==> config.mk <==
export PLATFORM = sky130hd
export DESIGN_NAME = hbs_cfg
export DESIGN_NICKNAME = d
export VERILOG_FILES = /design/src/hdl/hbs_pkg.sv /design/src/hdl/hbs_cfg.sv
export SDC_FILE = /design/constraint.sdc
export NUM_CORES = 1
export LEC_CHECK = 0
export BUFFER_PORTS_ARGS = -buffer_cell sky130_fd_sc_hd__buf_4
export CAP_MARGIN = 20
export CORE_MARGIN = 2
export CORE_UTILIZATION = 43
export DETAILED_ROUTE_END_ITERATION = 8
export PLACE_DENSITY = 0.95
export SLEW_MARGIN = 30
export SYNTH_ARGS = -nofsm -noshare
export SYNTH_HDL_FRONTEND = slang
export SYNTH_SLANG_ARGS = --single-unit
==> constraint.sdc <==
create_clock -name clk -period 1.85 [get_ports clk]
set_clock_uncertainty 0.1 [all_clocks]
set_input_delay 0.0925 -clock clk [delete_from_list [all_inputs] [get_ports clk]]
set_output_delay 0.0925 -clock clk [all_outputs]
set_load 0.005 [all_outputs]
==> src/hdl/hbs_pkg.sv <==
// Shared types and constants for the 3x3 heightmap box smoothing block.
// No dependencies; every other file refers to it by scoped names.
package hbs_pkg;

    localparam int SAMPLE_W      = 8;
    localparam int MEAN_W        = 16;
    localparam int SUM_W         = 12;
    localparam int CNT_W         = 4;
    localparam int CFG_WIDTH_W   = 11;
    localparam int CFG_HEIGHT_W  = 13;
    localparam int APB_DATA_W    = 32;
    localparam int APB_ADDR_W    = 3;

    localparam int MAX_WIDTH_DEF  = 1024;
    localparam int MAX_HEIGHT_DEF = 4096;
    localparam int FRAC_BITS_DEF  = 8;

    localparam logic [CFG_WIDTH_W-1:0]  MAP_WIDTH_RST  = 11'd1024;
    localparam logic [CFG_HEIGHT_W-1:0] MAP_HEIGHT_RST = 13'd1024;

    localparam logic REG_MAP_WIDTH  = 1'b0;
    localparam logic REG_MAP_HEIGHT = 1'b1;

    typedef struct packed {
        logic [CFG_WIDTH_W-1:0]  map_width;
        logic [CFG_HEIGHT_W-1:0] map_height;
    } hbs_cfg_t;

    typedef struct packed {
        logic [SAMPLE_W-1:0] upper;
        logic [SAMPLE_W-1:0] middle;
    } hbs_line_t;

    typedef struct packed {
        logic start;
        logic ack;
    } hbs_div_req_t;

    typedef struct packed {
        logic busy;
        logic done;
    } hbs_div_stat_t;

    typedef enum logic [1:0] {
        ST_IDLE,
        ST_UPDATE,
        ST_SUM,
        ST_DIV
    } hbs_state_t;

endpackage

==> src/hdl/hbs_cfg.sv <==
// APB register file holding map_width and map_height.
// Depends on hbs_pkg.
module hbs_cfg
(
    input  logic                             clk,
    input  logic                             rst_n,
    input  logic                             psel,
    input  logic                             penable,
    input  logic                             pwrite,
    input  logic [hbs_pkg::APB_ADDR_W-1:0]   paddr,
    input  logic [hbs_pkg::APB_DATA_W-1:0]   pwdata,
    output logic [hbs_pkg::APB_DATA_W-1:0]   prdata,
    output logic                             pready,
    output hbs_pkg::hbs_cfg_t                cfg
);

    logic [hbs_pkg::CFG_WIDTH_W-1:0]  map_width_reg;
    logic [hbs_pkg::CFG_HEIGHT_W-1:0] map_height_reg;
    logic                             wr_en;

    assign pready = 1'b1;
    assign wr_en  = psel && penable && pwrite && pready;

    always_ff @(posedge clk or negedge rst_n)
    begin
        if (!rst_n)
        begin
            map_width_reg  <= hbs_pkg::MAP_WIDTH_RST;
            map_height_reg <= hbs_pkg::MAP_HEIGHT_RST;
        end
        else if (wr_en)
        begin
            case (paddr[2])
                hbs_pkg::REG_MAP_WIDTH:
                    map_width_reg <= pwdata[hbs_pkg::CFG_WIDTH_W-1:0];
                hbs_pkg::REG_MAP_HEIGHT:
                    map_height_reg <= pwdata[hbs_pkg::CFG_HEIGHT_W-1:0];
                default:
                    map_width_reg <= map_width_reg;
            endcase
        end
    end

    always_comb
    begin
        case (paddr[2])
            hbs_pkg::REG_MAP_WIDTH:  prdata = hbs_pkg::APB_DATA_W'(map_width_reg);
            hbs_pkg::REG_MAP_HEIGHT: prdata = hbs_pkg::APB_DATA_W'(map_height_reg);
            default:                 prdata = '0;
        endcase
    end

    assign cfg.map_width  = map_width_reg;
    assign cfg.map_height = map_height_reg;

endmodule

-- Word-level counts from Yosys, hierarchy flattened
Index checks and enable logic that the tools add are counted.
- bits in registers: 24
- output and inout bits: 57
- word-level logic and storage cells: 8
- input bits: 40
- mux-type cells: 1
- reduce and logical (&&, ||, !) cells: 4
- bitwise gates (word level): 1
- operators with widths (cell ; number):
    one-hot mux 32 bit (2 select lines) ; 1
    AND reduction 2 bit ; 2
    logical AND 1 bit ; 2
    NOT 1 bit ; 1

-- Logic depth before layout (Yosys ltp)
- word-level depth: 3
- gate-level depth with buffers: 3
- gate-level depth less buffers: 2

-- Worst setup path after synthesis
OpenSTA, ideal clock, no wires.
- kind: input-to-reg
- start point: input port paddr[2] (netlist name)
- end point: register map_width_reg[0] (netlist name)
- data required time: 1625 ps
- buffers on the path: 1
- library setup time: 125 ps
- setup slack: 860 ps
- arrival: 765 ps
- stages on the path: 3
- cells stage by stage: nand4b_1 buf_4 mux2_4
- longest elaborated chain between the ends: 2
- ends and longest elaborated chain (element ; line ; source):
    start: declaration ; hbs_cfg.sv:10 ; input logic [hbs_pkg::APB_ADDR_W-1:0] paddr,
    NOT 1 bit ; n/a ;
    AND reduction 2 bit (no source line) ; n/a ;
    end signal: assignment ; hbs_cfg.sv:28 ; map_width_reg <= hbs_pkg::MAP_WIDTH_RST;
    end signal: assignment ; hbs_cfg.sv:35 ; map_width_reg <= pwdata[hbs_pkg::CFG_WIDTH_W-1:0];
    end signal: assignment ; hbs_cfg.sv:39 ; map_width_reg <= map_width_reg;
    end: declaration ; hbs_cfg.sv:17 ; logic [hbs_pkg::CFG_WIDTH_W-1:0] map_width_reg;
Every way passes these cells.
A chain may end at the register's enable or synchronous reset.

-- Worst setup path after layout
- start point: register map_width_reg[8] (netlist name)
- end point: output port prdata[8] (netlist name)
- longest elaborated chain between the ends: 1
- ends and longest elaborated chain (element ; line ; source):
    one-hot mux 32 bit (2 select lines) ; hbs_cfg.sv:46 ; case (paddr[2])
    end: declaration ; hbs_cfg.sv:12 ; output logic [hbs_pkg::APB_DATA_W-1:0] prdata,
Every way passes these cells. The select of a mux whose other input is x is not followed.

==> flow_metrics.tcl <==
set metrics [dict create \
    max-cap-violations 0 \
    timing.final.crit_share_pct 71.72 \
    fin_nets 201 \
    wl_um 2840 \
    largest_reg_flops 13 \
    fin_crit_ns 1.327 \
    grt_use_total_pct 17.86 \
    cts_resized 0 \
    finalWeightedCongestion 0.6464 \
    core_region_area_mm2 0.002805 \
    fp.dieW_um 58.72 \
    drive_gt1_share_pct 62.50 \
    clkTransAtPathRegs_ns 0.13 \
    rsz0062_at_grt "no" \
    dp.cells 173 \
    antenna_found_initial 0 \
    drc 5 \
    tns_ns 0 \
    synth_area_mm2 0.001287 \
    peakVddDrop_mv 0.5144 \
    violations "DRC" \
    slew_violations 0 \
    power_density_mw_per_mm2 880.5 \
    start_util_pct 45.90 \
    avgRoutedWirePerCell_um 14.87 \
    vias 898 \
    ys_seq_area_share_pct 46.84 \
    final_cells 191 \
    syn_avg_cell_area_um2 14.63 \
    dp_hpwl_um 2037 \
    hold_ws_ns 0.1019 \
    max_freq_mhz 753.7 \
    crit_type "reg -> out" \
    leakagePower_nw 0.9734 \
    grt_pass1_vias 957 \
    row_count 19 \
    grt_max_degree 25 \
    diodes 0 \
    synth_warnings 0 \
    arrival_ns 1.13 \
    synth_cell_types 11 \
    cts_tree "yes" \
    first_pass_iters 6 \
    pre_cts_ws_ns 0.6131 \
    critPathRequiredTime_ns 1.66 \
    h-tree-depth 1 \
    fin_ws_ns 0.5232 \
    io_buffers 55 \
    ys_ff_latch 24 \
    cts_buffer_depth 2 \
    hold_class "in -> async" \
    total_power_mw 1.611 \
    antenna_left 0 \
    die_y_um 58.72 \
    numCtsBuffers 3 \
    overflow 0 \
    area_growth_pct 42.08 \
    synth_cells 88 \
    cts-root-buf "clkbuf_4" \
    grt_first_pass_wirelength_um 4636 \
    num_io_pins 97 \
    finalHoldViolations 0 \
    crit_fanout 3 \
    vias_per_cell 4.702 \
    dieArea_mm2 0.003448 \
    clock_latency_ns 0.30 \
    numClockSinks 24 \
    crit_path_end_kind "output pin" \
    start_kind "register" \
    drt_iter0_drc 15 \
    outcome "finished with violations" \
    setup_viol 0 \
]
==> critical path, stage by stage, from the launching register on <==
cell and delay, ns:
dfrtp_1 0.43, mux2_2 0.27, buf_4 0.13
==> synthesized netlist by cell type, drive strengths merged <==
master | n | share of area [%]
nand4 | 1 | 0.97
and2 | 2 | 0.97
dfstp | 2 | 4.1
nand4b | 1 | 0.68
mux2 | 35 | 36
dfrtp | 22 | 43
conb | 2 | 0.58
buf | 23 | 14
==> cell type report <==
type / count / area [um2]
clock buffer: 4 / 26.28
fill: 202 / 975.9
tap: 31 / 38.79
sequential: 24 / 603.1
timing repair buffer: 73 / 583.1
multi-input combinational: 59 / 578.1
==> kinds of logic after synthesis <==
group	count (synthesis)	share of synthesized area, %
buffers and inverters	23	13.51
flip-flops	24	46.84
multiplexers	35	36.44
other	2	0.5833
AND/OR/NAND/NOR	4	2.624
==> path summary, 6_finish.rpt <==
| check | slack (ns) | from | depth (start not counted) | endpoint |
|---|---|---|---|---|
| worst min-delay path | 0.10 | rst_n | 2 | map_height_reg[8] |
| worst min register to register | 0.45 | map_height_reg[12] | 1 | map_height_reg[12] |
| min in group clk | 0.24 | penable | 4 | map_height_reg[12] |
| max in group asynchronous | 1.26 | rst_n | 2 | map_height_reg[10] |
| worst max register to register | 0.94 | map_width_reg[4] | 1 | map_width_reg[4] |
| worst max-delay path | 0.52 | map_width_reg[8] | 2 | prdata[8] |
==> through the flow <==
stage          util [%]  instance area, um2
5_1_grt           65.21                1829
6_report          65.21                1829
3_3_place_gp      59.28                1663
3_5_place_dp      59.28                1663
4_1_cts           65.21                1829
2_1_floorplan         -                1355
==> placed cells by master, fill, tap and decap left out <==
cell type | netlist | layout
buf_4 | 21 | 59
dfrtp_1 | 22 | 22
mux2_4 | 20 | 20
conb_1 | 2 | 20
mux2_2 | 15 | 15
dlygate4sd3_1 | 0 | 14
clkbuf_4 | 0 | 3
and2_1 | 2 | 2
dfstp_2 | 2 | 2
nand4b_1 | 1 | 1
nand4_2 | 1 | 1
clkbuf_1 | 0 | 1
==> routing by layer <==
metal  global-route usage (%)  wire length, um  up-vias
li1                         -                -      405
met3                    3.297              226        2
met2                    29.68             1414       54
met4                    4.870               16        0
met5                        0                0        -
met1                    23.91             1183      437
==> report_power, final <==
part           internal [mW]  switching [mW]  leakage [nW]
Clock                 0.0839           0.146        0.0150
Sequential             0.648          0.0984         0.285
Combinational          0.445           0.190         0.673
Total                   1.18           0.435         0.973
==> repair_timing <==
action                    4_1_cts  5_1_grt
buffers inserted                0        0
hold endpoints to repair       48        0
hold buffers                   14        0
(Power assumes the default switching activity.)
