File: config.mk
export PLATFORM = sky130hd
export DESIGN_NAME = hbs_div
export DESIGN_NICKNAME = d
export VERILOG_FILES = /design/src/hdl/hbs_pkg.sv /design/src/hdl/hbs_div.sv
export SDC_FILE = /design/constraint.sdc
export NUM_CORES = 1
export LEC_CHECK = 0
export BUFFER_PORTS_ARGS = -buffer_cell sky130_fd_sc_hd__buf_2
export CAP_MARGIN = 20
export CORE_MARGIN = 4
export CORE_UTILIZATION = 66
export DETAILED_ROUTE_END_ITERATION = 10
export PLACE_DENSITY = 0.93
export SYNTH_ARGS = -nofsm -noshare
export SYNTH_HDL_FRONTEND = slang
export SYNTH_SLANG_ARGS = --single-unit
export TNS_END_PERCENT = 5
File: constraint.sdc
create_clock -name clk -period 7.7 [get_ports clk]
set_input_delay 0.385 -clock clk [delete_from_list [all_inputs] [get_ports clk]]
set_output_delay 0.385 -clock clk [all_outputs]
set_load 0.02 [all_outputs]
File: src/hdl/hbs_pkg.sv
// Shared types and constants for the 3x3 heightmap box smoothing block.
// No dependencies; every other file refers to it by scoped names.
package hbs_pkg;

    localparam int SAMPLE_W      = 8;
    localparam int MEAN_W        = 16;
    localparam int SUM_W         = 12;
    localparam int CNT_W         = 4;
    localparam int CFG_WIDTH_W   = 11;
    localparam int CFG_HEIGHT_W  = 13;
    localparam int APB_DATA_W    = 32;
    localparam int APB_ADDR_W    = 3;

    localparam int MAX_WIDTH_DEF  = 1024;
    localparam int MAX_HEIGHT_DEF = 4096;
    localparam int FRAC_BITS_DEF  = 8;

    localparam logic [CFG_WIDTH_W-1:0]  MAP_WIDTH_RST  = 11'd1024;
    localparam logic [CFG_HEIGHT_W-1:0] MAP_HEIGHT_RST = 13'd1024;

    localparam logic REG_MAP_WIDTH  = 1'b0;
    localparam logic REG_MAP_HEIGHT = 1'b1;

    typedef struct packed {
        logic [CFG_WIDTH_W-1:0]  map_width;
        logic [CFG_HEIGHT_W-1:0] map_height;
    } hbs_cfg_t;

    typedef struct packed {
        logic [SAMPLE_W-1:0] upper;
        logic [SAMPLE_W-1:0] middle;
    } hbs_line_t;

    typedef struct packed {
        logic start;
        logic ack;
    } hbs_div_req_t;

    typedef struct packed {
        logic busy;
        logic done;
    } hbs_div_stat_t;

    typedef enum logic [1:0] {
        ST_IDLE,
        ST_UPDATE,
        ST_SUM,
        ST_DIV
    } hbs_state_t;

endpackage

File: src/hdl/hbs_div.sv
// Divider by the neighbourhood count (1, 2, 3, 4, 6 or 9): it first loads the
// operand and reciprocal of the count, then multiplies and keeps the high bits.
// Depends on hbs_pkg for the control structs and count width.
module hbs_div
#(
    parameter int NUM_W = hbs_pkg::SUM_W + hbs_pkg::FRAC_BITS_DEF
)
(
    input  logic                        clk,
    input  logic                        rst_n,
    input  hbs_pkg::hbs_div_req_t       req,
    input  logic [NUM_W-1:0]            num,
    input  logic [hbs_pkg::CNT_W-1:0]   den,
    output hbs_pkg::hbs_div_stat_t      stat,
    output logic [NUM_W-1:0]            quo
);

    localparam int               SHIFT  = NUM_W + 4;
    localparam int               RCP_W  = SHIFT + 1;
    localparam int               PROD_W = NUM_W + RCP_W;
    localparam logic [63:0]      UNIT   = 64'd1 << SHIFT;
    localparam logic [RCP_W-1:0] RCP_1  = RCP_W'(UNIT);
    localparam logic [RCP_W-1:0] RCP_2  = RCP_W'(UNIT >> 1);
    localparam logic [RCP_W-1:0] RCP_3  = RCP_W'((UNIT + 64'd2) / 64'd3);
    localparam logic [RCP_W-1:0] RCP_4  = RCP_W'(UNIT >> 2);
    localparam logic [RCP_W-1:0] RCP_6  = RCP_W'((UNIT + 64'd5) / 64'd6);
    localparam logic [RCP_W-1:0] RCP_9  = RCP_W'((UNIT + 64'd8) / 64'd9);

    logic                        busy_reg;
    logic                        done_reg;
    logic [NUM_W-1:0]            num_reg;
    logic [RCP_W-1:0]            rcp_reg;
    logic [NUM_W-1:0]            quo_reg;
    logic [RCP_W-1:0]            rcp;
    logic [PROD_W-1:0]           prod;

    always_comb
    begin
        case (den)
            hbs_pkg::CNT_W'(1): rcp = RCP_1;
            hbs_pkg::CNT_W'(2): rcp = RCP_2;
            hbs_pkg::CNT_W'(3): rcp = RCP_3;
            hbs_pkg::CNT_W'(4): rcp = RCP_4;
            hbs_pkg::CNT_W'(6): rcp = RCP_6;
            hbs_pkg::CNT_W'(9): rcp = RCP_9;
            default:            rcp = '0;
        endcase
    end

    assign prod = PROD_W'(num_reg) * PROD_W'(rcp_reg);

    always_ff @(posedge clk or negedge rst_n)
    begin
        if (!rst_n)
        begin
            busy_reg <= 1'b0;
            done_reg <= 1'b0;
        end
        else if (req.start)
        begin
            busy_reg <= 1'b1;
            done_reg <= 1'b0;
        end
        else if (busy_reg)
        begin
            busy_reg <= 1'b0;
            done_reg <= 1'b1;
        end
        else if (req.ack)
        begin
            done_reg <= 1'b0;
        end
    end

    always_ff @(posedge clk)
    begin
        if (req.start)
        begin
            num_reg <= num;
            rcp_reg <= rcp;
        end
        if (busy_reg)
        begin
            quo_reg <= prod[SHIFT +: NUM_W];
        end
    end

    assign stat.busy = busy_reg;
    assign stat.done = done_reg;
    assign quo       = quo_reg;

endmodule
Word level (Yosys, flattened, before mapping)
Index checks and enable logic that the tools add are counted.
{"block": "op_classes", "addsub": 0, "n_mul": 1, "div_mod_pow": 0, "order_cmp": 0, "eq_ne": 6, "n_shift": 0, "muxes": 5, "n_bitwise": 0, "n_reduce_logical": 1}
{"cell": "$pmux 25 s6", "count": 1}
{"cell": "$mul 20x25->44", "count": 1}
{"cell": "$eq 4x2->1 const B", "count": 2}
{"cell": "$eq 4x3->1 const B", "count": 2}
{"cell": "$eq 4x1->1 const B", "count": 1}
{"cell": "$eq 4x4->1 const B", "count": 1}
{"cell": "$mux 1", "count": 4}
{"cell": "$reduce_bool 3->1", "count": 1}
{"block": "totals", "ff_bits": 67, "latchBits": 0, "ramBits": 0, "rom_bits": 0, "inputBits": 28, "mem_count": 0}

Longest topological paths before layout
{"block": "logic_depth", "depth_word": 3, "ltp_mapped": 26, "depth_no_buf": 25}

Worst setup path after synthesis
OpenSTA, ideal clock, no wires.
{"block": "synth_path", "path_type": "register -> register", "startpoint": "register rcp_reg[21]", "endpoint": "register quo_reg[13] (netlist: quo[13]) (data pin)", "setup_ns": 0.261, "arrival_time_ns": 6.454, "slack_ns": 0.985, "path_stages_with_launch": 24, "synth_period_minus_slack_ns": 6.715, "cell_sequence": "edfxtp_1 -> clkbuf_1 -> and2_1 -> fa_1 -> fa_1 -> inv_1 -> fa_1 -> inv_1 -> fa_1 -> fa_1 -> fa_1 -> inv_1 -> fa_1 -> inv_1 -> ha_1 -> a211oi_2 -> o211ai_1 -> a31oi_1 -> a2bb2oi_1 -> a21oi_2 -> a311oi_4 -> a21o_4 -> nor3_1 -> a311o_1"}
{"block": "synth_between", "elab_chain_cells": 1}
{"element": "start, declared", "line": "hbs_div.sv:32", "source": "logic [RCP_W-1:0] rcp_reg;"}
{"element": "start signal, assigned", "line": "hbs_div.sv:80", "source": "rcp_reg <= rcp;"}
{"element": "$mul 20x25->44", "line": "hbs_div.sv:50", "source": "assign prod = PROD_W'(num_reg) * PROD_W'(rcp_reg);"}
{"element": "net prod[37]", "line": "hbs_div.sv:35", "source": "logic [PROD_W-1:0] prod;"}
{"element": "end signal, assigned", "line": "hbs_div.sv:84", "source": "quo_reg <= prod[SHIFT +: NUM_W];"}
{"element": "end, declared", "line": "hbs_div.sv:33", "source": "logic [NUM_W-1:0] quo_reg;"}
The timed path passes the listed nets, and every way through them passes these cells.
A chain may end at the register's enable or synchronous reset.

Worst setup path in the final report
{"block": "layout_path", "startpoint": "register rcp_reg[19]", "endpoint": "register quo_reg[13] (netlist: quo[13]) (data pin)"}
Same word-level chain as after synthesis.

==> impl_metrics.toml <==
[worst_setup_path]
cp.depth = 22
start_kind = "register"
cp_top_family = "adder cells"
critPathBufInv = 4
cp-end-kind = "register"
crit_top_cell = "fa_1"
cp_max_fo = 14
critPathLaunch = "rcp_reg[19]"
path_class = "reg -> reg"
cp_data_arrival_time_ns = 7.57
required_ns = 7.76
cp_slowest_stage_delay_ns = 0.62
r2r_slack_ns = 0.18
crit_chain = "and2_1, fa_1, fa_1, inv_1, fa_1, inv_1, fa_1, fa_1, fa_1, inv_1, fa_1, inv_1, ha_1, a21oi_1, o211ai_1, a31oi_1, a2bb2oi_1, a21oi_2, a311oi_4, a21o_4, nor3_1, a311o_1"
r2r_end = "quo[13]"
reg2reg_depth = 22
timing.rr.start = "rcp_reg[19]"
slowest_stage = "edfxtp_1"
critPathCapture = "quo[13]"

[global_route]
grt_first_pass_wirelength_um = 57900
grt_max_degree = 31
antenna_found_initial = 0
grt.total_usage_pct = 34.8
overflow = 0
grt_pass1_vias = 10651

[floorplanning]
core_um2 = 19600
die_x_um = 149
io_pins = 50
initial_utilization_pct = 67.4
dieArea_um2 = 22300
fp-row-count = 51
die_h_um = 149

[cts]
cts_buffers = 5
htree_levels = 2
cts_buffer_depth = 2
cts.sinks = 50
cts_tree = "built"
clk_latency_ns = 0.30
cts_root_buffer = "clkbuf_16"
path_clk_slew_ns = 0.07
cts-resized-gates = 0

[yosys]
synth_top_area_share_pct = 48.2
synth_nets = 1775
synth-seq-area-share_pct = 11.3
netlist_instances = 1281
async_reset_ff_share_pct = 4.00
syn_area_um2 = 13200
synth_area_leaders = "fa_1 (48%), ha_1 (14%), inv_1 (11%)"
yosys.area.top_type = "fa_1"
synth_most_common_cell = "inv_1"
yosys_warnings = 0
yosys-top-cells-count = "inv_1 (398), fa_1 (318), ha_1 (148)"
synth_edf_count = 48
syn_area_per_cell_um2 = 10.3
synth-seq-cells = 50
yosysUniqueCellTypes = 51
ys.flop_type = "edfxtp_1"

[routing]
drt_iter0_drc = 840
postRouteAntennaNets = 0
drtPass1Iterations = 7
drt_wl_total_um = 35700
drc = 0
routedWlPerCell_um = 22.3
vias = 9317
via_per_inst = 5.81

[min_path]
whs_path_depth = 1
hp-class = "in -> reg"

[sta]
relSlewSlack_pct = 38.8
max_freq_mhz = 133
setup_violations = 0
skew_ns = 0.00520
hold_slack_ns = 0.251
tightest_slew_ns = 0.919
period_share_pct = 97.6
tns_ns = 0
slew_violations = 0
hold_viol = 0
period_minus_slack_ns = 7.52
rsz0062_at_grt = "no"

[final_layout]
final_nets = 1831
drive_above_1_share_pct = 6.50
area_delta_synth_final_pct = 6.34
stdcell_area_um2 = 14000
instances_no_fill = 1603
num_antenna_cells = 0

[place]
place_congestion = 1.01
place_inst = 1588
io_buffer_count = 49
post-dp-hpwl_um = 30600
post_dp_cell_area_um2 = 13800

[run_status]
status = "completed"

[run]
max_cap_violations = 0
==> repair_timing <==
item / in CTS / in global routing
setup endpoints to repair: 0 / 7
endpoints found under the hold margin: 2 / 0
buffers inserted: 0 / 6
hold buffers: 1 / 0
==> routing by layer <==
metal | wire length [µm] | GRT usage (%) | share of wire, %
met1 | 12500 | 44.9 | 35
met2 | 17100 | 55.6 | 48
met3 | 4480 | 11.8 | 13
met4 | 1610 | 12.5 | 4.5
met5 | 0 | 0 | 0
==> placed cells by master (no fill, tap or decap), types with 3 or more instances in the layout <==
master	instances
a21oi_1	29
nand2_1	126
nand3_1	4
nor3_1	9
xnor2_1	19
nand2b_1	6
and2_1	53
inv_1	398
nor2b_1	3
ha_1	148
nor2_1	22
o21ai_0	11
clkbuf_16	5
nand4_1	8
buf_2	49
o21a_1	4
o21bai_1	3
fa_1	318
o211ai_1	3
edfxtp_1	48
a21o_1	5
a31oi_1	4
buf_4	19
a211oi_1	4
xor2_1	5
==> worst reg2reg max path, delay by kind of cell, from the launching register on <==
family                   cells  cell delay, ns
AO/OA/AOI/OAI                8            2.04
AND/OR/NAND/NOR              2            0.34
buffers and inverters        4            0.39
adder cells (fa/ha/maj)      8            3.88
flip-flops                   1            0.62
==> how the worst min path moves through the flow <==
stage / endpoint / slack (ns) / start
floorplan: busy_reg / 0.09 / rst_n
global placement: busy_reg / 0.17 / rst_n
detailed placement: done_reg / 0.17 / rst_n
CTS: num_reg[8] / 0.25 / num[8]
global route: num_reg[7] / 0.25 / num[7]
finish: num_reg[8] / 0.25 / num[8]
==> cells by family after synthesis <==
kind of cell | synth area share, %
AO/OA/AOI/OAI | 4.28
XOR/XNOR | 1.59
adder cells (fa/ha/maj) | 62.2
buffers and inverters | 12.0
flip-flops | 11.3
multiplexers | 0.161
AND/OR/NAND/NOR | 8.39
==> layout make-up <==
type                            count  area [µm²]
Clock buffer                        7         133
Clock inverter                      1        30.0
Fill cell                        1335        5550
Inverter                          398        1490
Multi-Input combinational cell    811       10100
Sequential cell                    50        1490
Tap cell                          265         332
Timing Repair Buffer               71         438
==> per-stage QoR <==
step | setup slack [ns] | utilization, %
global placement | 0.332 | 70.4
CTS | 0.106 | 71.3
detailed placement | 0.164 | 70.4
global route | 0.0428 | 71.7
floorplan | 0.985 | -
finish | 0.183 | 71.7
Power is not shown: default switching activity piles up to over one toggle a cycle in this logic, so the estimate is an artifact.
